$ cat src/rtl/core/dlfc_pkg.sv
// Shared types, field widths, status codes and control structs of the d-left flow counter.
`default_nettype none
package dlfc_pkg;

	// field widths
	localparam int KEY_W    = 31;
	localparam int MOD_W    = 7;
	localparam int CNT_W    = 32;
	localparam int SLOT_W   = 10;
	localparam int STATUS_W = 2;

	typedef logic [KEY_W-1:0]    key_t;
	typedef logic [MOD_W-1:0]    mod_t;
	typedef logic [CNT_W-1:0]    cnt_t;
	typedef logic [SLOT_W-1:0]   slot_t;
	typedef logic [STATUS_W-1:0] status_t;

	// result status codes
	localparam status_t ST_HIT = 2'd0;
	localparam status_t ST_NEW = 2'd1;
	localparam status_t ST_REJ = 2'd2;

	localparam cnt_t CNT_MAX = '1;

	// controller to datapath commands
	typedef struct packed {
		logic key_ld;
		logic mul_en;
		logic red_en;
		logic hash_en;
		logic rd_en;
		logic commit;
		logic clr_en;
	} cmd_t;

	// datapath to controller status
	typedef struct packed {
		logic clr_last;
	} sts_t;

endpackage
`default_nettype wire

$ cat src/rtl/core/dlfc_ctrl.sv
// Sequencer for the flow counter: clearing sweep, request steps and output handshake.
`default_nettype none
module dlfc_ctrl (
	input  wire logic          clk,
	input  wire logic          arst_n,
	input  wire logic          in_valid,
	output logic               in_stall,
	output logic               out_valid,
	input  wire logic          out_stall,
	output dlfc_pkg::cmd_t     cmd,
	input  wire dlfc_pkg::sts_t sts
);

	localparam logic [2:0] S_CLEAR  = 3'd0;
	localparam logic [2:0] S_IDLE   = 3'd1;
	localparam logic [2:0] S_MUL    = 3'd2;
	localparam logic [2:0] S_RED    = 3'd3;
	localparam logic [2:0] S_HASH   = 3'd4;
	localparam logic [2:0] S_READ   = 3'd5;
	localparam logic [2:0] S_DECIDE = 3'd6;

	logic [2:0] state_q;
	logic [2:0] state_d;
	logic       out_valid_q;
	logic       accept;
	logic       commit;

	assign in_stall  = (state_q != S_IDLE);
	assign accept    = in_valid && !in_stall;
	// result register is free or being drained this cycle
	assign commit    = (state_q == S_DECIDE) && (!out_valid_q || !out_stall);
	assign out_valid = out_valid_q;

	// next state
	always_comb begin
		state_d = state_q;
		unique case (state_q)
			S_CLEAR:  if (sts.clr_last) state_d = S_IDLE;
			S_IDLE:   if (accept) state_d = S_MUL;
			S_MUL:    state_d = S_RED;
			S_RED:    state_d = S_HASH;
			S_HASH:   state_d = S_READ;
			S_READ:   state_d = S_DECIDE;
			S_DECIDE: if (commit) state_d = S_IDLE;
			default:  state_d = S_CLEAR;
		endcase
	end

	// commands
	always_comb begin
		cmd         = '0;
		cmd.clr_en  = (state_q == S_CLEAR);
		cmd.key_ld  = accept;
		cmd.mul_en  = (state_q == S_MUL);
		cmd.red_en  = (state_q == S_RED);
		cmd.hash_en = (state_q == S_HASH);
		cmd.rd_en   = (state_q == S_READ);
		cmd.commit  = commit;
	end

	always_ff @(posedge clk or negedge arst_n) begin
		if (!arst_n) begin
			state_q     <= S_CLEAR;
			out_valid_q <= 1'b0;
		end else begin
			state_q <= state_d;
			if (commit) begin
				out_valid_q <= 1'b1;
			end else if (!out_stall) begin
				out_valid_q <= 1'b0;
			end
		end
	end

endmodule
`default_nettype wire

$ cat config.mk
export PLATFORM = sky130hd
export DESIGN_NAME = dlfc_ctrl
export DESIGN_NICKNAME = d
export VERILOG_FILES = /design/src/rtl/core/dlfc_pkg.sv /design/src/rtl/core/dlfc_ctrl.sv
export SDC_FILE = /design/constraint.sdc
export NUM_CORES = 1
export LEC_CHECK = 0
export ABC_AREA = 1
export BUFFER_PORTS_ARGS = -buffer_cell sky130_fd_sc_hd__buf_2
export CAP_MARGIN = 20
export CORE_AREA = 2 2 39 41
export CTS_CLUSTER_SIZE = 20
export DETAILED_ROUTE_END_ITERATION = 7
export DIE_AREA = 0 0 41 43
export SLEW_MARGIN = 20
export SYNTH_ARGS = -nofsm -noshare
export SYNTH_HDL_FRONTEND = slang
export SYNTH_SLANG_ARGS = --single-unit
export TNS_END_PERCENT = 1
$ cat constraint.sdc
create_clock -name clk -period 1.6 [get_ports clk]
set_clock_uncertainty 0.2 [all_clocks]
set_input_delay 0.32 -clock clk [delete_from_list [all_inputs] [get_ports clk]]
set_output_delay 0.32 -clock clk [all_outputs]
set_load 0.02 [all_outputs]
* After elaboration in Yosys (flattened, before gate mapping)
Cells that the tools add are included.
Word-level totals: register bits after elaboration 4, latch bits 0, memory bits (writable) 0, memory bits (read-only) 0, output and inout port bits 9, word-level logic and storage cells 27, memories kept 0
Operators by class: $add $sub $neg 0, multiply operators 0, div/mod/pow operators 0, magnitude comparators 0, eq/ne operators 11, shift operators 0, multiplexer cells 6, bitwise gates (word level) 0, reduce and logical (&&, ||, !) cells 8
Operators by type and width (number):
- $pmux 3 s7 | 1
- $eq 3x3->1 const B | 3
- $mux 3 | 3
- $eq 3x2->1 const B | 2
- $ne 2x1->1 const B | 2
- $ne 2x2->1 const B | 2
- $eq 3x1->1 const B | 1
- $logic_not 1->1 | 3
- $logic_not 3->1 | 1
- $ne 3x1->1 const B | 1
- $reduce_and 3->1 | 1
- $logic_and 1x1->1 | 2
- $mux 1 | 2
- $logic_or 1x1->1 | 1

* Depth between registers and ports, before layout
Gate-level depths: netlist of run 1.
word-level depth 5, depth in mapped cells 6

* Worst setup path after synthesis of run 1
OpenSTA, ideal clock, no wires.
kind register to output, start point register state_q[2], end point output port cmd[6] in the netlist's numbering, data arrival time 1017 ps, data required time 1080 ps, slack 63 ps, cell stages (with the launch flop) 5, buffers on the path 1, path through dfrtp_1 inv_2 nand3_1 nor2_1 buf_4
Between the ends: word-level cells in the longest chain between the ends 3
Ends and longest elaborated chain:
- start: declaration | line dlfc_ctrl.sv:22 | logic [2:0] state_q;
- start signal: assignment | line dlfc_ctrl.sv:66 | state_q <= state_d;
- $ne 3x1->1 | line dlfc_ctrl.sv:28 | assign in_stall = (state_q != S_IDLE);
- via in_stall | line dlfc_ctrl.sv:7 | output logic in_stall,
- $logic_not 1->1 | line dlfc_ctrl.sv:29 | assign accept = in_valid && !in_stall;
- $logic_and 1x1->1 | line dlfc_ctrl.sv:29
- end: declaration | line dlfc_ctrl.sv:10 | output dlfc_pkg::cmd_t cmd,
The timed path passes the listed nets, and every way through them passes these cells.

==> results_dict.tcl, run 1 <==
set metrics [dict create \
    pre_cts_ws_ns 0.119 \
    cp.depth 5 \
    critPathBufInv 2 \
    cts_tree "built" \
    gr-usage-all-layers_pct 9.44 \
    crit_chain "inv_2 -> nor2_4 -> nand2_2 -> nor2_2 -> buf_6" \
    dr.pass1.iters 4 \
    nets 64 \
    clock_latency_ns 0.23 \
    die_h_um 43 \
    viasPerCell 4.05 \
    gp_congestion 0.740 \
    hold_violations 0 \
    rr_endpoint "state_q[0]" \
    diodes 0 \
    p_leak_nw 0.266 \
    grt_pass1_wl_um 1080 \
    violations "negative setup slack" \
    min_from "out_stall" \
    layout-drive-gt1-share_pct 47.4 \
    num_rows 14 \
    share_comb_of_total_power_pct 59.5 \
    slowest_stage "dfrtp_1" \
    avgSynthCellArea_um2 7.01 \
    reg2reg_depth 5 \
    r2r-start "state_q[1]" \
    post_synth_inst_count 40 \
    synthesis.nets 45 \
    area_delta_synth_final_pct 48.2 \
    rsz0062_at_grt "yes" \
    setup_ws_ns -0.0507 \
    fp.dieArea_mm2 0.00176 \
    cpLargestDelayFamily "flip-flops" \
    final_area_um2 415 \
    syn_area_um2 280 \
    start_util_pct 20.3 \
    utilization_pct 30.0 \
    irDropWorstVdd_uv 621 \
    core_area_mm2 0.00138 \
    p_per_area_mw_per_mm2 2020 \
    maxCapViolations 0 \
    cp_data_required_time_ns 1.08 \
    r2r_slack_ns 0.39 \
    p_int_uw 441 \
    relSlewSlack_pct 87.1 \
    holdPathEnd "out_valid" \
    clockBufferDepth 2 \
    ant_nets 0 \
    drcViolationCount 0 \
    pin_count 14 \
    critPathMaxStageDelay_ns 0.40 \
    crit_path_max_fanout 4 \
    die_width_um 41 \
    hold_depth 3 \
    fin_crit_sh_pct 103 \
    io_buffers 13 \
    status "finished, violations left" \
    hold_path.class "input pin to register" \
    path_class "register to output port" \
    dpl-instance-area_um2 337 \
    arrival_ns 1.13 \
    setup_violations 7 \
    overflow 0 \
    grt_pass1_vias 272 \
    clock-sinks 4 \
    period_minus_slack_ns 1.65 \
    htreeDepth 1 \
    ys_seq_elements 4 \
    n_fill_cell 151 \
    p_seq_share_pct 25.9 \
    final_common_cell "buf_2" \
    antenna_found_initial 0 \
    seq_area_frac_synth_pct 35.7 \
    worst_slew_pin_slew_ns 0.193 \
    hpwl_um 502 \
    pwr-share-clk_pct 14.6 \
    drt_iter0_drc 6 \
    cp-start-kind "register" \
    clkTransAtPathRegs_ns 0.04 \
    routed_wirelength_um 647 \
    num_vias 296 \
    wl_per_cell_um 8.86 \
    synth.distinct_cells 14 \
    finalPower_uw 840 \
    final_cell_mix "10 x buf_2, 8 x nand2_1, 7 x inv_1, 5 x buf_4" \
    grt_start_max_net_pins 7 \
    cts_made_buffers 3 \
    fmax_mhz 606 \
    slew_viol_final 0 \
    root_buffer "clkbuf_4" \
    whs_ns 0.123 \
    p_sw_uw 399 \
    switching_share_pct 47.5 \
    yosys_warnings 0 \
    end_kind "output port" \
]
[sequential cells by signal, indices dropped and copies added, names as in the netlist]
signal and count:
state_q 3, out_valid 1
[worst min-delay path, delay by kind of cell]
family	cells	cell delay, ns
simple gates	2	0.13
buf+inv	1	0.08
[Yosys cell counts]
library cell	number	area (µm²)
nand2_1	9	33.8
inv_1	7	26.3
dfrtp_1	4	100
nand3_1	4	20.0
nor2_1	4	15.0
buf_4	2	15.0
inv_2	2	7.51
nand4_1	2	12.5
a21oi_1	1	5.00
clkbuf_8	1	13.8
nand3b_1	1	7.51
nor2_4	1	11.3
nor3_1	1	5.00
o21bai_1	1	7.51
[metal layers]
metal,routed length [µm],vias up,global-route usage (%)
li1,-,158,-
met1,287,124,11.9
met2,302,14,11.9
met3,56,0,6.81
met4,0,0,4.00
met5,0,-,0
[timing repair]
action	4_1_cts	5_1_grt
cloned	0	0
endpoints found under the hold margin	4	0
buffers inserted	3	0
hold buffers	1	0
setup endpoints to repair	8	8
resized for setup	4	5
pin swaps	0	1
[worst max path at each step]
stage,startpoint,endpoint,slack [ns]
after global routing,state_q[1],cmd[1],-0.13
after global placement,state_q[0],cmd[1],0.14
after detailed placement,state_q[0],cmd[1],0.12
after floorplan,state_q[2],cmd[6],0.06
after CTS,state_q[1],cmd[1],-0.07
final,state_q[1],cmd[1],-0.05
[power groups by stage]
| stage | Sequential, mW | Combinational, mW | Clock, mW |
|---|---|---|---|
| floorplan | 0.191 | 0.360 | 0 |
| global placement | 0.214 | 0.407 | 0 |
| detailed placement | 0.217 | 0.413 | 0 |
| CTS | 0.211 | 0.488 | 0.132 |
| global route | 0.227 | 0.557 | 0.134 |
| finish | 0.217 | 0.500 | 0.123 |
[cell type report]
type | count | area (µm²) | area share, %
multi-input cells | 24 | 128 | 30.7
repair buffers | 17 | 109 | 26.2
flip-flops and latches | 4 | 103 | 24.7
inverters | 9 | 33.8 | 8.13
clock buffers | 3 | 22.5 | 5.42
well taps | 16 | 20.0 | 4.82
[kinds of logic (layout without fill, tap and decap cells)]
kind of cell    after synthesis  count (layout)  synth area share, %
flops                         4               4                 35.7
buf+inv                      12              29                 22.3
simple gates                 22              22                 37.5
compound gates                2               2                 4.46
[metrics by stage]
| step | TNS, ns | instances |
|---|---|---|
| 6_report | -0.183 | 73 |
| 5_1_grt | -0.695 | 73 |
| 4_1_cts | -0.236 | 73 |
| 2_1_floorplan | 0 | 40 |
| 3_3_place_gp | 0 | 66 |
| 3_5_place_dp | 0 | 66 |
Note: power is estimated with default switching activity, not from simulation.
==> inputs of run 2 (changes only) <==
- ABC_AREA: 1 -> default
==> results_dict.tcl, run 2 <==
set metrics [dict create \
    period_minus_slack_ns 1.77 \
    synth-adder-area-share_pct 0 \
    synth_compound_area_share_pct 18.3 \
    r2r_slack_ns 0.07 \
    crit_chain "or3b_4 -> nor2_1 -> buf_4" \
    reg2reg_depth 3 \
    dpl-instance-area_um2 359 \
    synth.distinct_cells 23 \
    crit_path_max_fanout 6 \
    synth-async-reset-ratio_pct 100 \
    routed_wirelength_um 660 \
    viasPerCell 4.45 \
    pin_count 14 \
    avgSynthCellArea_um2 8.88 \
    critPathMaxStageDelay_ns 0.40 \
    num_rows 14 \
    gr-usage-all-layers_pct 9.37 \
    wl_per_cell_um 10.2 \
    hold_violations 0 \
    final_cell_mix "8 x buf_4, 7 x buf_2, 4 x dfrtp_1, 4 x buf_6, 3 x clkbuf_4" \
    die_h_um 43 \
    setup_ws_ns -0.169 \
    status "finished, violations left" \
    rr_endpoint "state_q[0]" \
    synthXorXnorAreaFrac_pct 0 \
    root_buffer "clkbuf_4" \
    final_area_um2 445 \
    n_fill_cell 153 \
    largest_reg_flops 3 \
    ant_nets 0 \
    fin_crit_sh_pct 111 \
    synth_flop_cell "dfrtp_1" \
    post_synth_inst_count 30 \
    multi_input_area_um2 145 \
    start_util_pct 19.3 \
    core_area_mm2 0.00138 \
    grt_pass1_wl_um 1040 \
    p_per_area_mw_per_mm2 2070 \
    cpLargestDelayFamily "simple AND/OR/NAND/NOR gates" \
    finalNonFillerCells 65 \
    diodes 0 \
    seq_area_frac_synth_pct 37.6 \
    gp_congestion 0.726 \
    critPathBufInv 1 \
    drt_iter0_drc 8 \
    hold_path.class "input pin to register" \
    ys_top_cells_by_area "dfrtp_1 38%, buf_4 5.6%, and3b_2 3.8%" \
    num_vias 289 \
    io_buffers 13 \
    synthesis.nets 35 \
    fp.dieArea_mm2 0.00176 \
    largest-register "state_q" \
    irDropWorstVdd_uv 582 \
    path_class "register to output port" \
    clock-sinks 4 \
    hpwl_um 520 \
    die_width_um 41 \
    cp_data_required_time_ns 1.08 \
    final_common_cell "buf_4" \
    cts_tree "built" \
    relSlewSlack_pct 82.1 \
    clock_latency_ns 0.23 \
    r2r-start "state_q[0]" \
    nets 56 \
    synth.area.mux_share_pct 0 \
    htreeDepth 1 \
    yosysMostFrequentCell "dfrtp_1" \
    pre_cts_ws_ns 0.0475 \
    finalPower_uw 920 \
    antenna_found_initial 0 \
    synth-simple-area-share_pct 31.9 \
    violations "negative setup slack" \
    synth_edf_count 0 \
    overflow 0 \
    slowest_stage "dfrtp_1" \
    rsz0062_at_grt "yes" \
    dr.pass1.iters 3 \
    arrival_ns 1.25 \
    regArea_um2 100 \
    yosysTopAreaCellShare_pct 37.6 \
    hold_depth 3 \
    worst_slew_pin_slew_ns 0.266 \
    layout-drive-gt1-share_pct 55.1 \
    yosys_warnings 0 \
    end_kind "output port" \
    maxCapViolations 0 \
    slew_viol_final 0 \
    p_leak_nw 0.239 \
    dp.cells 59 \
    synth_top_cell_by_area "dfrtp_1" \
    min_from "out_stall" \
    grt_start_max_net_pins 12 \
    fmax_mhz 565 \
    drcViolationCount 0 \
    syn_area_um2 267 \
    ys_seq_elements 4 \
    synth_top_family_by_area "simple AND/OR/NAND/NOR gates" \
    grt_pass1_vias 259 \
    synth_commonest_cells "4 x dfrtp_1, 2 x buf_4, 2 x inv_1, 2 x nand2_1, 2 x nor2_1" \
    holdPathEnd "out_valid" \
    setup_violations 8 \
    clkTransAtPathRegs_ns 0.03 \
    cts_made_buffers 3 \
    clockBufferDepth 2 \
    whs_ns 0.161 \
    area_delta_synth_final_pct 67.1 \
    cp-start-kind "register" \
]
-- run 2: cell count changes after synthesis, moves of 2 or more --
cell / change
nand2_1: -7
inv_1: -5
nand3_1: -4
inv_2: -2
nand4_1: -2
nor2_1: -2
-- run 2: cells by family after synthesis --
group                  Yosys count
AND/OR/NAND/NOR                 13
buffers and inverters            6
AO/OA/AOI/OAI                    7
flip-flops                       4
-- run 2: power breakdown --
part	switching (mW)	internal [mW]
clock network	0.0354	0.0835
registers	0.0497	0.147
logic	0.293	0.312
-- run 2: layer usage --
layer	global-route usage (%)	share of wire, %	up-vias
li1	-	-	144
met1	9.74	40	138
met2	13.1	57	7
met3	3.14	3.5	0
met4	10.0	0	0
met5	0	0	-
-- run 2: worst reg2reg max path, cell delays in order, from the launching register on --
cell     delay, ns
dfrtp_1       0.41
buf_4         0.16
or4_1         0.50
o211a_1       0.15
-- run 2: timing repair --
item,4_1_cts,5_1_grt
setup buffers,1,1
resized for setup,8,5
hold buffers,1,0
endpoints found under the setup margin,8,8
endpoints found under the hold margin,4,0
pin swaps,0,1
-- run 2: worst max path at each step --
stage / start / end / cells past startpoint
floorplan: state_q[2] / cmd[6] / 4
global placement: state_q[0] / cmd[6] / 3
detailed placement: state_q[0] / cmd[6] / 3
CTS: state_q[0] / cmd[6] / 3
global route: state_q[1] / cmd[6] / 3
finish: state_q[0] / cmd[6] / 3
-- run 2: stage by stage --
step | util [%] | setup TNS, ns
3_3_place_gp | 25.9 | 0
6_report | 32.2 | -0.766
4_1_cts | 30.4 | -0.825
5_1_grt | 32.2 | -1.24
2_1_floorplan | - | -0.0912
3_5_place_dp | 25.9 | 0
-- run 2: area by class of cell --
class | count | share of cell area, %
clock buffer | 3 | 5.06
inverter | 2 | 1.69
multi-input combinational | 20 | 32.6
sequential | 4 | 22.5
tap | 16 | 4.49
timing repair buffer | 20 | 33.7
